[config.mk]
export PLATFORM = sky130hd
export DESIGN_NAME = ps2_mouse_packet_tracker_unit_flat
export DESIGN_NICKNAME = d
export VERILOG_FILES = /design/src/pmpt_pkg.sv /design/src/pmpt_ifs.sv /design/src/pmpt_cfg_regs.sv /design/src/pmpt_core.sv /design/src/ps2_mouse_packet_tracker_unit.sv /design/src/flat_wrapper.sv
export SDC_FILE = /design/constraint.sdc
export NUM_CORES = 1
export LEC_CHECK = 0
export BUFFER_PORTS_ARGS = -buffer_cell sky130_fd_sc_hd__buf_2
export CORE_MARGIN = 2
export CORE_UTILIZATION = 30
export DETAILED_ROUTE_END_ITERATION = 10
export GPL_TIMING_DRIVEN = 0
export HOLD_SLACK_MARGIN = 0.03
export SETUP_SLACK_MARGIN = 0.15
export SLEW_MARGIN = 15
export SYNTH_ARGS = -nofsm -noshare
export SYNTH_HDL_FRONTEND = slang
export SYNTH_SLANG_ARGS = --single-unit
[constraint.sdc]
create_clock -name clk -period 14.76 [get_ports clk]
set_input_delay 2.214 -clock clk [delete_from_list [all_inputs] [get_ports clk]]
set_output_delay 2.214 -clock clk [all_outputs]
set_load 0.02 [all_outputs]
[src/pmpt_pkg.sv]
// Package with types and constants of the PS/2 mouse packet tracker.
`default_nettype none

package pmpt_pkg;

	// Widths fixed by the register and field layout
	localparam int unsigned CFG_W   = 12;
	localparam int unsigned CUR_W   = 12;
	localparam int unsigned BYTE_W  = 8;

	// Configuration register indexes
	typedef enum logic [1:0] {
		CFG_X_LIMIT    = 2'd0,
		CFG_X_FALLBACK = 2'd1,
		CFG_Y_LIMIT    = 2'd2,
		CFG_Y_FALLBACK = 2'd3
	} cfg_idx_t;

	// Register reset values
	localparam logic [CFG_W-1:0] X_LIMIT_RST    = 12'd320;
	localparam logic [CFG_W-1:0] X_FALLBACK_RST = 12'd315;
	localparam logic [CFG_W-1:0] Y_LIMIT_RST    = 12'd200;
	localparam logic [CFG_W-1:0] Y_FALLBACK_RST = 12'd195;

	// Start position of the cursor after reset
	localparam int unsigned POS_RST = 50;

	// Item kinds
	localparam logic KIND_BYTE  = 1'b0;
	localparam logic KIND_CLEAR = 1'b1;

	// Byte value that marks the buttons byte when locking the layout
	localparam logic [BYTE_W-1:0] BUTTONS_MARK = 8'h08;

	// Packet layouts
	typedef enum logic [1:0] {
		LAYOUT_UNKNOWN  = 2'd0,
		LAYOUT_BTN_FIRST  = 2'd1,
		LAYOUT_BTN_SECOND = 2'd2
	} layout_t;

	// Position of a byte within a packet
	typedef enum logic [1:0] {
		BYTE_IDX_0 = 2'd0,
		BYTE_IDX_1 = 2'd1,
		BYTE_IDX_2 = 2'd2
	} byte_idx_t;

	// Click codes
	localparam logic [1:0] CLICK_NONE   = 2'd0;
	localparam logic [1:0] CLICK_LEFT   = 2'd1;
	localparam logic [1:0] CLICK_RIGHT  = 2'd2;
	localparam logic [1:0] CLICK_MIDDLE = 2'd3;

	// Configuration register file contents
	typedef struct packed {
		logic [CFG_W-1:0] x_limit;
		logic [CFG_W-1:0] x_fallback;
		logic [CFG_W-1:0] y_limit;
		logic [CFG_W-1:0] y_fallback;
	} cfg_regs_t;

	// One input item
	typedef struct packed {
		logic              kind;
		logic [BYTE_W-1:0] data_byte;
		logic              byte_valid;
		logic              from_aux;
	} item_t;

	// One result item
	typedef struct packed {
		logic [CUR_W-1:0] cursor_x;
		logic [CUR_W-1:0] cursor_y;
		logic [1:0]       click_code;
		logic             packet_done;
		logic [1:0]       layout;
	} result_t;

	// Click code from a buttons byte, keeping the old code when no button is down
	function automatic logic [1:0] click_from_buttons(input logic [BYTE_W-1:0] buttons,
			input logic [1:0] old_code);
		logic [1:0] code;
		priority if (buttons[2]) begin
			code = CLICK_MIDDLE;
		end else if (buttons[1]) begin
			code = CLICK_RIGHT;
		end else if (buttons[0]) begin
			code = CLICK_LEFT;
		end else begin
			code = old_code;
		end
		return code;
	endfunction

endpackage

`default_nettype wire

[src/pmpt_ifs.sv]
// Channel interfaces of the PS/2 mouse packet tracker.
`default_nettype none

// Input item channel
interface pmpt_in_if;
	logic       valid;
	logic       ready;
	logic       kind;
	logic [7:0] data_byte;
	logic       byte_valid;
	logic       from_aux;

	modport source (output valid, output kind, output data_byte, output byte_valid,
		output from_aux, input ready);
	modport sink (input valid, input kind, input data_byte, input byte_valid,
		input from_aux, output ready);
endinterface

// Result item channel
interface pmpt_out_if;
	logic        valid;
	logic        ready;
	logic [11:0] cursor_x;
	logic [11:0] cursor_y;
	logic [1:0]  click_code;
	logic        packet_done;
	logic [1:0]  layout;

	modport source (output valid, output cursor_x, output cursor_y, output click_code,
		output packet_done, output layout, input ready);
	modport sink (input valid, input cursor_x, input cursor_y, input click_code,
		input packet_done, input layout, output ready);
endinterface

// Configuration write channel
interface pmpt_cfg_if;
	logic        valid;
	logic        ready;
	logic [1:0]  index;
	logic [11:0] wdata;

	modport source (output valid, output index, output wdata, input ready);
	modport sink (input valid, input index, input wdata, output ready);
endinterface

`default_nettype wire

[src/pmpt_cfg_regs.sv]
// Configuration register file of the PS/2 mouse packet tracker.
`default_nettype none

module pmpt_cfg_regs
	import pmpt_pkg::*;
(
	input  wire logic       clk,
	input  wire logic       arst_n,
	input  wire logic       wr_valid,
	output logic            wr_ready,
	input  wire logic [1:0] wr_index,
	input  wire logic [CFG_W-1:0] wr_data,
	output cfg_regs_t       regs
);

	cfg_regs_t regs_q;

	// Accept a write in every cycle
	assign wr_ready = 1'b1;
	assign regs     = regs_q;

	// Store the written value into the addressed register
	always_ff @(posedge clk or negedge arst_n) begin
		if (!arst_n) begin
			regs_q.x_limit    <= X_LIMIT_RST;
			regs_q.x_fallback <= X_FALLBACK_RST;
			regs_q.y_limit    <= Y_LIMIT_RST;
			regs_q.y_fallback <= Y_FALLBACK_RST;
		end else if (wr_valid) begin
			unique case (cfg_idx_t'(wr_index))
				CFG_X_LIMIT:    regs_q.x_limit    <= wr_data;
				CFG_X_FALLBACK: regs_q.x_fallback <= wr_data;
				CFG_Y_LIMIT:    regs_q.y_limit    <= wr_data;
				CFG_Y_FALLBACK: regs_q.y_fallback <= wr_data;
			endcase
		end
	end

endmodule

`default_nettype wire

[src/pmpt_core.sv]
// Packet assembly, cursor update and clamp of the PS/2 mouse packet tracker.
`default_nettype none

module pmpt_core
	import pmpt_pkg::*;
#(
	parameter int unsigned POS_WIDTH = 12
) (
	input  wire logic  clk,
	input  wire logic  arst_n,
	input  wire logic  step,
	input  item_t      item,
	input  cfg_regs_t  regs,
	output result_t    result
);

	// Signed width that holds a position plus a byte delta and any register value
	localparam int unsigned MAX_W = (POS_WIDTH > CFG_W) ? POS_WIDTH : CFG_W;
	localparam int unsigned SW    = MAX_W + 2;

	logic [1:0]          byte_index_q;
	logic [BYTE_W-1:0]   first_byte_q;
	logic [BYTE_W-1:0]   second_byte_q;
	layout_t             layout_q;
	logic [POS_WIDTH-1:0] pos_x_q;
	logic [POS_WIDTH-1:0] pos_y_q;
	logic [1:0]          click_q;

	logic                take;
	logic                complete;
	layout_t             layout_next;
	logic                apply;
	logic                btn_first;
	logic [BYTE_W-1:0]   dx_byte;
	logic [BYTE_W-1:0]   buttons;
	logic [1:0]          click_next;
	logic [1:0]          click_out;
	logic signed [SW-1:0] sum_x;
	logic signed [SW-1:0] sum_y;
	logic signed [SW-1:0] clamp_x;
	logic signed [SW-1:0] clamp_y;

	// Clamp a position: lift to one, snap back above the limit, saturate to the width
	function automatic logic signed [SW-1:0] clamp_pos(input logic signed [SW-1:0] p,
			input logic [CFG_W-1:0] limit, input logic [CFG_W-1:0] fallback);
		logic signed [SW-1:0] v;
		logic signed [SW-1:0] one_v;
		logic signed [SW-1:0] lim_v;
		logic signed [SW-1:0] max_v;
		one_v = {{(SW-1){1'b0}}, 1'b1};
		lim_v = {{(SW-CFG_W){1'b0}}, limit};
		max_v = {{(SW-POS_WIDTH){1'b0}}, {POS_WIDTH{1'b1}}};
		v = (p < one_v) ? one_v : p;
		if (v > lim_v) begin
			v = {{(SW-CFG_W){1'b0}}, fallback};
		end
		if (v > max_v) begin
			v = max_v;
		end
		return v;
	endfunction

	// Decode the byte, lock the layout and pick delta and buttons bytes
	always_comb begin
		take     = (item.kind == KIND_BYTE) && item.byte_valid && item.from_aux;
		complete = take && (byte_index_q == BYTE_IDX_2);

		layout_next = layout_q;
		if (complete && (layout_q == LAYOUT_UNKNOWN)) begin
			priority if (first_byte_q == BUTTONS_MARK) begin
				layout_next = LAYOUT_BTN_FIRST;
			end else if (second_byte_q == BUTTONS_MARK) begin
				layout_next = LAYOUT_BTN_SECOND;
			end else begin
				layout_next = LAYOUT_UNKNOWN;
			end
		end

		apply     = complete && (layout_next != LAYOUT_UNKNOWN);
		btn_first = (layout_next == LAYOUT_BTN_FIRST);
		dx_byte   = btn_first ? second_byte_q : first_byte_q;
		buttons   = btn_first ? first_byte_q : second_byte_q;
	end

	// Update the click code; a clear reports the old code
	always_comb begin
		if (item.kind == KIND_CLEAR) begin
			click_next = CLICK_NONE;
			click_out  = click_q;
		end else begin
			click_next = apply ? click_from_buttons(buttons, click_q) : click_q;
			click_out  = click_next;
		end
	end

	// Add the deltas and clamp both positions
	always_comb begin
		sum_x = $signed({{(SW-POS_WIDTH){1'b0}}, pos_x_q});
		sum_y = $signed({{(SW-POS_WIDTH){1'b0}}, pos_y_q});
		if (apply) begin
			sum_x = sum_x + $signed({{(SW-BYTE_W){dx_byte[BYTE_W-1]}}, dx_byte});
			sum_y = sum_y + $signed({{(SW-BYTE_W){item.data_byte[BYTE_W-1]}},
				item.data_byte});
		end
		clamp_x = clamp_pos(sum_x, regs.x_limit, regs.x_fallback);
		clamp_y = clamp_pos(sum_y, regs.y_limit, regs.y_fallback);
	end

	// Drive the result of this item
	always_comb begin
		result.cursor_x    = clamp_x[CUR_W-1:0];
		result.cursor_y    = clamp_y[CUR_W-1:0];
		result.click_code  = click_out;
		result.packet_done = complete;
		result.layout      = layout_next;
	end

	// Advance the tracker state on each processed item
	always_ff @(posedge clk or negedge arst_n) begin
		if (!arst_n) begin
			byte_index_q  <= BYTE_IDX_0;
			first_byte_q  <= '0;
			second_byte_q <= '0;
			layout_q      <= LAYOUT_UNKNOWN;
			pos_x_q       <= POS_WIDTH'(POS_RST);
			pos_y_q       <= POS_WIDTH'(POS_RST);
			click_q       <= CLICK_NONE;
		end else if (step) begin
			if (take) begin
				unique case (byte_index_q)
					BYTE_IDX_1: begin
						second_byte_q <= item.data_byte;
						byte_index_q  <= BYTE_IDX_2;
					end
					BYTE_IDX_2: begin
						byte_index_q <= BYTE_IDX_0;
					end
					default: begin
						first_byte_q <= item.data_byte;
						byte_index_q <= BYTE_IDX_1;
					end
				endcase
			end
			layout_q <= layout_next;
			pos_x_q  <= clamp_x[POS_WIDTH-1:0];
			pos_y_q  <= clamp_y[POS_WIDTH-1:0];
			click_q  <= click_next;
		end
	end

endmodule

`default_nettype wire

[src/ps2_mouse_packet_tracker_unit.sv]
// An item passes the input register and then the result register before its result is offered.
// Throughput: one item per cycle while results are taken; the per-byte update is one short pass between the registers.
// The input register keeps taking items while a result waits, until both registers are full.
// Reset (arst_n low, asynchronous): cursor at 50,50, layout unknown, click code none,
// registers at 320, 315, 200, 195; no clearing pass, items are taken right after reset.
`default_nettype none

module ps2_mouse_packet_tracker_unit
	import pmpt_pkg::*;
#(
	parameter int unsigned POS_WIDTH = 12
) (
	input  wire logic clk,
	input  wire logic arst_n,
	pmpt_in_if.sink   in,
	pmpt_out_if.source out,
	pmpt_cfg_if.sink  cfg
);

	cfg_regs_t regs;
	item_t     item_s1;
	logic      valid_s1;
	result_t   result_c;
	result_t   result_s2;
	logic      valid_s2;
	logic      adv_s1;
	logic      load_s2;

	// Configuration registers
	pmpt_cfg_regs u_cfg_regs (
		.clk      (clk),
		.arst_n   (arst_n),
		.wr_valid (cfg.valid),
		.wr_ready (cfg.ready),
		.wr_index (cfg.index),
		.wr_data  (cfg.wdata),
		.regs     (regs)
	);

	// Handshake: the result register frees on a transfer, the input register behind it
	assign load_s2  = !valid_s2 || out.ready;
	assign adv_s1   = valid_s1 && load_s2;
	assign in.ready = !valid_s1 || load_s2;

	// Input register
	always_ff @(posedge clk or negedge arst_n) begin
		if (!arst_n) begin
			valid_s1 <= 1'b0;
		end else if (in.ready) begin
			valid_s1 <= in.valid;
		end
	end

	always_ff @(posedge clk) begin
		if (in.valid && in.ready) begin
			item_s1.kind       <= in.kind;
			item_s1.data_byte  <= in.data_byte;
			item_s1.byte_valid <= in.byte_valid;
			item_s1.from_aux   <= in.from_aux;
		end
	end

	// Tracker update
	pmpt_core #(
		.POS_WIDTH (POS_WIDTH)
	) u_core (
		.clk    (clk),
		.arst_n (arst_n),
		.step   (adv_s1),
		.item   (item_s1),
		.regs   (regs),
		.result (result_c)
	);

	// Result register
	always_ff @(posedge clk or negedge arst_n) begin
		if (!arst_n) begin
			valid_s2 <= 1'b0;
		end else if (load_s2) begin
			valid_s2 <= valid_s1;
		end
	end

	always_ff @(posedge clk) begin
		if (adv_s1) begin
			result_s2 <= result_c;
		end
	end

	assign out.valid       = valid_s2;
	assign out.cursor_x    = result_s2.cursor_x;
	assign out.cursor_y    = result_s2.cursor_y;
	assign out.click_code  = result_s2.click_code;
	assign out.packet_done = result_s2.packet_done;
	assign out.layout      = result_s2.layout;

endmodule

`default_nettype wire

[src/flat_wrapper.sv]
// flat-port wrapper written by rule: the top's interface ports become plain ports
module ps2_mouse_packet_tracker_unit_flat import pmpt_pkg::*;
#(
	parameter int unsigned POS_WIDTH = 12
)
  (clk, arst_n, in_valid, in_kind, in_data_byte, in_byte_valid, in_from_aux, in_ready, out_valid, out_cursor_x, out_cursor_y, out_click_code, out_packet_done, out_layout, out_ready, cfg_valid, cfg_index, cfg_wdata, cfg_ready);
  pmpt_in_if in_i ();
  pmpt_out_if out_i ();
  pmpt_cfg_if cfg_i ();
  input  wire logic clk;
  input  wire logic arst_n;
  input wire logic [$bits(in_i.valid)-1:0] in_valid;
  input wire logic [$bits(in_i.kind)-1:0] in_kind;
  input wire logic [$bits(in_i.data_byte)-1:0] in_data_byte;
  input wire logic [$bits(in_i.byte_valid)-1:0] in_byte_valid;
  input wire logic [$bits(in_i.from_aux)-1:0] in_from_aux;
  output wire logic [$bits(in_i.ready)-1:0] in_ready;
  output wire logic [$bits(out_i.valid)-1:0] out_valid;
  output wire logic [$bits(out_i.cursor_x)-1:0] out_cursor_x;
  output wire logic [$bits(out_i.cursor_y)-1:0] out_cursor_y;
  output wire logic [$bits(out_i.click_code)-1:0] out_click_code;
  output wire logic [$bits(out_i.packet_done)-1:0] out_packet_done;
  output wire logic [$bits(out_i.layout)-1:0] out_layout;
  input wire logic [$bits(out_i.ready)-1:0] out_ready;
  input wire logic [$bits(cfg_i.valid)-1:0] cfg_valid;
  input wire logic [$bits(cfg_i.index)-1:0] cfg_index;
  input wire logic [$bits(cfg_i.wdata)-1:0] cfg_wdata;
  output wire logic [$bits(cfg_i.ready)-1:0] cfg_ready;
  assign in_i.valid = in_valid;
  assign in_i.kind = in_kind;
  assign in_i.data_byte = in_data_byte;
  assign in_i.byte_valid = in_byte_valid;
  assign in_i.from_aux = in_from_aux;
  assign in_ready = in_i.ready;
  assign out_valid = out_i.valid;
  assign out_cursor_x = out_i.cursor_x;
  assign out_cursor_y = out_i.cursor_y;
  assign out_click_code = out_i.click_code;
  assign out_packet_done = out_i.packet_done;
  assign out_layout = out_i.layout;
  assign out_i.ready = out_ready;
  assign cfg_i.valid = cfg_valid;
  assign cfg_i.index = cfg_index;
  assign cfg_i.wdata = cfg_wdata;
  assign cfg_ready = cfg_i.ready;
  ps2_mouse_packet_tracker_unit #(.POS_WIDTH(POS_WIDTH)) u_core (.clk(clk), .arst_n(arst_n), .in(in_i), .out(out_i), .cfg(cfg_i));
endmodule
== Word level (Yosys, flattened, before mapping) ==
Cells that the tools add are included.

* Add/sub/neg operators: 2
* Bitwise gates (word level): 2
* Equality and inequality tests: 8
* Muxes and demuxes: 20
* Reduce and logical (&&, ||, !) cells: 22
* Order comparisons: 6

{| class="wikitable"
|+ Operator list
! kind !! count
|-
| $mux W14 || 6
|-
| $add A13 B8 Y14 || 2
|-
| $gt A14 B13 Y1 || 2
|-
| $gt A14 B13 Y1 const B || 2
|-
| $lt A14 B2 Y1 const B || 2
|-
| $mux W12 || 2
|-
| $mux W2 || 9
|-
| $eq A8 B4 Y1 const B || 2
|-
| $reduce_and A2 Y1 || 5
|-
| $mux W8 || 1
|-
| $logic_and A1 B1 Y1 || 7
|-
| $eq A2 B1 Y1 const B || 3
|-
| $eq A2 B2 Y1 const B || 3
|-
| $reduce_and A3 Y1 || 2
|-
| $logic_not A2 Y1 || 2
|-
| $pmux W2 S2 || 1
|-
| $mux W3 || 1
|-
| $logic_not A1 Y1 || 2
|-
| $logic_or A1 B1 Y1 || 2
|-
| $not A1 Y1 || 2
|-
| $reduce_bool A2 Y1 || 1
|-
| $reduce_or A2 Y1 || 1
|}

* Bits in registers: 136
* Output and inout bits: 32
* Bits of input ports: 30

== Depth between registers and ports, before layout ==
Gate-level depths: netlist (run 1).

* Depth in word-level cells: 16
* Mapped depth: 29

== Cells and area by module ==
Synthesis (run 1) repeated with hierarchy kept, for this count alone.

* Cells, all modules: 736
* Area total of the unflattened synthesis: 8210.4 um^2

{| class="wikitable"
|+ By module, submodules not included
! module !! cells each !! instances !! area an instance (um^2)
|-
| pmpt_core || 582 || 1 || 5073.6
|-
| pmpt_cfg_regs || 106 || 1 || 1831.8
|-
| ps2_mouse_packet_tracker_unit || 48 || 1 || 1305.0
|}

== Worst setup path after synthesis (run 1) ==
Ideal clock, no wire load.

* Path kind: register to register
* From: reg u_core.u_core.byte_index_q[0]
* To: reg u_core.u_core.pos_x_q[4]
* Path slack: 8243 ps
* Library setup time: 87 ps
* Stages on the path, launching flop included: 29
* Period minus slack after synthesis: 6517 ps
* Path buffers: 3
* Arrival: 6430 ps
* Path through: dfrtp_1 > inv_1 > ha_1 > nand4b_2 > inv_2 > a31oi_1 > nor2_2 > mux2_2 > ha_1 > a21o_1 > a22o_1 > o311ai_1 > a21oi_1 > a2111o_1 > o21ai_1 > nor4_1 > ha_1 > clkbuf_1 > clkbuf_1 > a21oi_1 > ha_1 > nor2b_1 > o31ai_1 > a21oi_1 > o31ai_1 > a2111oi_0 > clkbuf_1 > o21ai_0 > a31oi_1

{| class="wikitable"
|+ RTL lines
! item !! line !! source
|-
| start: declaration || pmpt_core.sv:21 || <nowiki>logic [1:0] byte_index_q;</nowiki>
|-
| start signal: assignment || pmpt_core.sv:121 || <nowiki>byte_index_q <= BYTE_IDX_0;</nowiki>
|-
| start signal: assignment || pmpt_core.sv:133 || <nowiki>byte_index_q <= BYTE_IDX_2;</nowiki>
|-
| start signal: assignment || pmpt_core.sv:136 || <nowiki>byte_index_q <= BYTE_IDX_0;</nowiki>
|-
| end signal: assignment || pmpt_core.sv:125 || <nowiki>pos_x_q <= POS_WIDTH'(POS_RST);</nowiki>
|-
| end signal: assignment || pmpt_core.sv:145 || <nowiki>pos_x_q <= clamp_x[POS_WIDTH-1:0];</nowiki>
|-
| end: declaration || pmpt_core.sv:25 || <nowiki>logic [POS_WIDTH-1:0] pos_x_q;</nowiki>
|}

==> metrics.md, run 1 <==
| Metric | Value |
|---|---|
| Final worst slack | 6.63 ns |
| Worst path arrival time | 8.34 ns |
| R2r setup slk | 6.63 ns |
| Synth top area cells | dfrtp_1 (23%), edfxtp_1 (15%), ha_1 (8.5%) |
| Post-Syn Instances | 788 |
| R2R Path End | u_core.out.cursor_x[10] |
| Final min period | 8.13 ns |
| Max-Cap Viols | 0 |
| Total Routing Usage GR | 15.7% |
| DP Worst Slack | 6.71 ns |
| Cell Pwr Density | 220 nW/µm² |
| Number of DRC markers in iteration 0 | 541 |
| Clk sinks | 136 |
| Most used cell, CP | ha_1 |
| Final Setup Violations | 0 |
| Fmax | 0.123 GHz |
| Starting Density | 30.3% |
| Layout fillers | 2686 |
| Critical-path top delay cell | a2111oi_0 |
| #FFs+latches synth | 136 |
| DR vias/cell | 5.30 |
| Number of I/O port buffers | 60 |
| TritonCTS clock tree | yes |
| Post-CTS setup buffers | 0 |
| Die width | 169 µm |
| Clk root buf | clkbuf_16 |
| Ys flop type | dfrtp_1 |
| Die Span Y | 169 µm |
| Hold Path Class | reg2reg |
| Post-synthesis cell type count | 90 |
| Nets | 956 |
| DRT Pass-1 Iters | 5 |
| RSZ-0062 raised after global routing | false |
| Setup TNS | 0 ns |
| Worst r2r src | u_core.u_core.byte_index_q[0] |
| First-pass GRT wire length | 34.6 mm |
| Final period util | 55.1% |
| Synthesized area | 8120 µm² |
| Multi-input logic area | 4190 µm² |
| I/O pin count | 62 |
| Initial antenna violation count | 0 |
| Post-synth EDFFs | 40 |
| Max Slew Vio Count | 0 |
| Clk_lat worst skew | 0.43 ns |
| CP Launch Type | register |
| Slew @ Worst Pin | 1.08 ns |
| Hold-fix buffers, CTS | 0 |
| Wire per inst | 17.8 µm |
| Crit-path max FO | 10 |
| Largest area contributor in the netlist | dfrtp_1 |
| # rows | 60 |
| CP Class | reg2reg |
| Routed Wire Length | 21.8 mm |
| Vias in the first global route | 6282 |
| Die ar. | 28400 µm² |
| Fin. Hold Viols | 0 |
| Worst path max stage delay | 0.96 ns |
| Ys async rst share | 70.6% |
| Share of the synthesized area in the top cell type | 23.1% |
| # diodes | 0 |
| H-tree Lvls | 4 |
| Hold Path Cell Cnt | 1 |
| Outcome | finished clean |
| Power Total | 2.08 mW |
| Remaining routing DRC violations | 0 |
| Via count | 6472 |
| Relative slew slack | 26.3% |
| Pin count of the biggest net entering global routing | 55 |
| HPWL after DPL | 16.6 mm |
| Clock buffer count from CTS | 17 |
| Leakage | 4.00 nW |
| Clock Skew | 0.0142 ns |
| Reg clk slew, reported paths | 0.06 ns |
| Grt ovf | 0 |
| Yosys warns | 0 |
| Reg2Reg Depth | 29 |
| Post-CTS sizing | 0 |
| Placer Congestion | 0.866 |
| Deepest clock path buffer count | 2 |
| Area delta synth->final | 16.5% |
| Endpoint class of the critical path | register |
| Hold EP | u_core.out.valid |
| Worst Path Required | 14.97 ns |
| Antenna Nets Post-Route | 0 |
| Mapped Nets | 875 |
| Syn Area/Cell | 10.3 µm² |
| Register area | 3630 µm² |
| Fraction of layout cells with a size suffix above 1 | 23.6% |
| Peak VDD IR | 0.0873 mV |
| Core ar. | 26800 µm² |
| Seq/Total Area, Yosys | 44.7% |
| Hold Path Origin | u_core.valid_s1 |
state kept, by name (all words and copies together) (netlist names), 2 cells and up:
register / cells
u_core.item_s1: 11
u_core.out.click_code: 2
u_core.out.cursor_x: 12
u_core.out.cursor_y: 12
u_core.out.layout: 2
u_core.u_cfg_regs.regs: 48
u_core.u_core.byte_index_q: 2
u_core.u_core.click_q: 2
u_core.u_core.first_byte_q: 8
u_core.u_core.layout_q: 2
u_core.u_core.pos_x_q: 12
u_core.u_core.pos_y_q: 12
u_core.u_core.second_byte_q: 8
layout by cell type, fill, tap and decap left out, types with 7 or more instances in the layout:
cell and instances:
dfrtp_1 75, nand2_1 68, buf_2 66, nor2_1 63, mux2_2 61, ha_1 55, inv_1 41, o21ai_0 41
edfxtp_1 40, a21oi_1 32, nand3_1 26, dfstp_2 21, a31oi_1 20, clkbuf_16 17, nor3_1 15, clkbuf_1 13
o211ai_1 12, o21ai_1 12, a211oi_1 10, nand2b_1 9, o21a_1 8, nand4_1 8, xnor2_1 8, a21o_1 7
xor2_1 7, o31ai_1 7
where the power goes:
group	internal, mW	leakage [nW]	switching [mW]	total, mW
Sequential	0.536	1.51	0.0967	0.633
Combinational	0.413	2.22	0.630	1.04
Clock	0.232	0.266	0.176	0.408
Total	1.18	4.00	0.902	2.08
Yosys cell counts (8+ instances only):
cell type / n
clkbuf_1: 13
dfrtp_1: 75
a211oi_1: 10
nand2b_1: 9
nand4_1: 8
nor3_1: 15
nand3_1: 26
inv_1: 41
edfxtp_1: 40
nand2_1: 68
o21ai_1: 12
xnor2_1: 8
o21a_1: 8
o21ai_0: 41
a21oi_1: 32
o211ai_1: 12
dfstp_2: 21
a31oi_1: 20
nor2_1: 63
mux2_2: 61
ha_1: 55
layer usage:
layer	global-route usage (%)	vias to the layer above	share of wire (%)
met4	4.27	0	1.5
met5	0	-	0
met2	23.5	189	43
li1	-	3084	-
met1	23.2	3179	50
met3	2.90	20	5.0
cells by family after synthesis:
group                      after synthesis  share of synthesized area (%)
buffers and inverters                   72                           3.76
AOI/OAI and AO/OA                      202                           17.1
and+or+nand+nor                        240                           14.8
xor gates and xnor gates                15                           1.62
other                                    1                         0.0462
muxes                                   65                           8.97
DFF                                    136                           44.7
adders and majority gates               57                           8.97
worst max path at each step:
stage	start	end	slack, ns	cells after the start
CTS	u_core.u_core.byte_index_q[0]	u_core.out.cursor_x[10]	6.63	29
global placement	u_core.u_core.byte_index_q[0]	u_core.out.cursor_x[8]	6.73	29
global route	u_core.u_core.byte_index_q[0]	u_core.out.cursor_x[10]	6.02	29
finish	u_core.u_core.byte_index_q[0]	u_core.out.cursor_x[10]	6.63	29
floorplan	u_core.u_core.byte_index_q[0]	u_core.u_core.pos_x_q[4]	8.24	28
detailed placement	u_core.u_core.byte_index_q[0]	u_core.out.cursor_x[10]	6.71	29
final cells by class:
type	count	share of cell area (%)
repair buffers	62	3.82
multi-input cells	580	44.3
well taps	341	4.51
clock inverters	13	1.26
flip-flops and latches	136	38.4
plain buffers	29	1.53
inverters	43	1.71
clock buffers	18	4.54
metrics by stage:
stage	hold slack, ns	std cells	instance area, µm²	utilization, %
5_1_grt	0.517	1222	9460	35.3
3_3_place_gp	0.476	1189	8850	33.0
6_report	0.489	1222	9460	35.3
4_1_cts	0.495	1222	9460	35.3
2_1_floorplan	0.449	788	8120	-
3_5_place_dp	0.481	1191	8910	33.2
worst max-delay path, delay by kind of cell (launching register included):
kind,cells,cell delay (ns)
compound gates,13,3.32
xor+xnor,1,0.22
fa+ha+maj,5,1.36
buf+inv,5,1.13
flops,1,0.40
mux,1,0.42
simple gates,4,1.05
No activity file was read; power rests on OpenSTA's default activity.
==> run 2, diff against run 1 <==
- clock period: 14.76 -> 7.7 ns (I/O delays scaled with it)
==> run 2 against run 1 <==
  * Worst setup slack worse by 6.2 ns
  * Via count is 0.19% higher
  * Clock skew hardly changed
  * Register-to-register slack worse by 6.2 ns
  * Sequential power is 91% higher
  * Total power is 95% higher
  * Largest power group unchanged
  * Die area stayed put
  * Critical path depth is 1 higher
  * Hold slack hardly changed
  * Sequential share of layout area is 0.44 points lower
  * Maximum frequency is 12% higher
==> metrics.md, run 2 (synthesized netlist as in run 1, its figures left out) <==
| Metric | Value |
|---|---|
| Outcome | finished clean |
| WP buf/inv | 8 |
| Routed Wire Length | 21.8 mm |
| Area delta synth->final | 17.8% |
| Cell Pwr Density | 424 nW/µm² |
| Remaining routing DRC violations | 0 |
| Antenna Nets Post-Route | 0 |
| Wire per inst | 17.8 µm |
| Hold Path Class | reg2reg |
| First-pass GRT wire length | 34.6 mm |
| Worst Path Required | 7.85 ns |
| Core ar. | 26800 µm² |
| Nets | 961 |
| R2r setup slk | 0.46 ns |
| CP Capture Point | u_core.out.cursor_x[0] |
| Endpoint class of the critical path | register |
| Worst path arrival time | 7.40 ns |
| Reg clk slew, reported paths | 0.06 ns |
| Max-Cap Viols | 0 |
| Number of DRC markers in iteration 0 | 455 |
| Power Total | 4.06 mW |
| Via count | 6484 |
| TritonCTS clock tree | yes |
| Clk_lat worst skew | 0.43 ns |
| Relative slew slack | 57.6% |
| Fin. Hold Viols | 0 |
| Clock Skew | 0.0144 ns |
| Starting Density | 30.3% |
| Placed insts | 1191 |
| Clock buffer count from CTS | 17 |
| CP top delay family | compound AO/OA/AOI/OAI gates |
| Worst Setup SP | u_core.u_core.byte_index_q[0] |
| Leakage | 4.04 nW |
| I/O pin count | 62 |
| Peak VDD IR | 0.166 mV |
| # diodes | 0 |
| Non-Filler Instances | 1227 |
| Max reg flops | 48 |
| CP Class | reg2reg |
| RSZ-0062 raised after global routing | false |
| Max Slew Vio Count | 0 |
| Fraction of layout cells with a size suffix above 1 | 24.9% |
| Highest-count cells in the layout ignoring fill and taps | dfrtp_1 (75), nand2_1 (68), buf_2 (67) |
| Final min period | 7.24 ns |
| Critical Path Stages | 30 |
| H-tree Lvls | 4 |
| Final period util | 94.1% |
| DP Worst Slack | -0.347 ns |
| Final Setup Violations | 0 |
| Total Routing Usage GR | 15.7% |
| Most common cell after layout, fill and taps aside | dfrtp_1 |
| R2R Path End | u_core.out.cursor_x[0] |
| Final worst slack | 0.456 ns |
| Slew @ Worst Pin | 0.635 ns |
| Pin count of the biggest net entering global routing | 55 |
| Die width | 169 µm |
| Die Span Y | 169 µm |
| Die ar. | 28400 µm² |
| # rows | 60 |
| Reg2Reg Depth | 30 |
| Placer Congestion | 0.866 |
| Grt ovf | 0 |
| HPWL after DPL | 16.6 mm |
| Clk root buf | clkbuf_16 |
| Clk sinks | 136 |
| CP Launch Type | register |
| DR vias/cell | 5.28 |
| Most used cell, CP | ha_1 |
| Initial antenna violation count | 0 |
| Number of I/O port buffers | 60 |
| Crit-path max FO | 10 |
| Vias in the first global route | 6273 |
| Worst r2r src | u_core.u_core.byte_index_q[0] |
| Critical-path top delay cell | a2111o_1 |
| DRT Pass-1 Iters | 5 |
| Deepest clock path buffer count | 2 |
| Worst path max stage delay | 0.46 ns |
| Fmax | 0.138 GHz |
## run 2: layout make-up
| type | instances | area (µm²) |
|---|---|---|
| plain buffers | 29 | 149 |
| clock buffers | 18 | 429 |
| clock inverters | 13 | 119 |
| fillers | 2681 | 17200 |
| inverters | 43 | 161 |
| multi-input cells | 580 | 4250 |
| flip-flops and latches | 136 | 3630 |
| well taps | 341 | 427 |
| repair buffers | 67 | 399 |
## run 2: worst min-delay path by stage
stage | startpoint | endpoint | slack [ns] | depth (start not counted)
3_3_place_gp | u_core.valid_s1 | u_core.out.valid | 0.48 | 1
3_5_place_dp | u_core.valid_s1 | u_core.out.valid | 0.48 | 1
4_1_cts | u_core.valid_s1 | u_core.out.valid | 0.49 | 1
2_1_floorplan | u_core.u_core.click_q[0] | u_core.u_core.click_q[0] | 0.45 | 2
6_report | u_core.valid_s1 | u_core.out.valid | 0.49 | 1
5_1_grt | u_core.u_cfg_regs.regs[10] | u_core.u_cfg_regs.regs[10] | 0.52 | 1
## run 2: through the flow
stage               TNS (ns)  instance area, µm²  utilization (%)  hold slack, ns
floorplan                  0                8120                -           0.449
detailed placement     -4.61                8910             33.2           0.481
global placement       -3.75                8850             33.0           0.476
global route               0                9570             35.7           0.517
CTS                        0                9480             35.4           0.495
finish                     0                9570             35.7           0.489
## run 2: layer usage
layer,vias to the layer above,GRT usage (%),share of wire (%)
met5,-,0,0
met4,0,4.27,1.4
met3,21,2.90,4.5
met2,185,23.5,44
met1,3177,23.2,51
li1,3101,-,-
## run 2: timing repair
| item | in CTS | in global routing |
|---|---|---|
| buffers inserted | 0 | 5 |
| gates resized for setup | 7 | 10 |
| hold buffers | 0 | 0 |
| endpoints found under the setup margin | 24 | 24 |
| pin swaps | 0 | 2 |
## run 2: where the power goes
part           switching [mW]  total [mW]  leakage [nW]  internal [mW]
combinational            1.24        2.06          2.27          0.823
sequential              0.184        1.21          1.51           1.03
clock                   0.338       0.784         0.266          0.446
total                    1.76        4.06          4.04           2.30
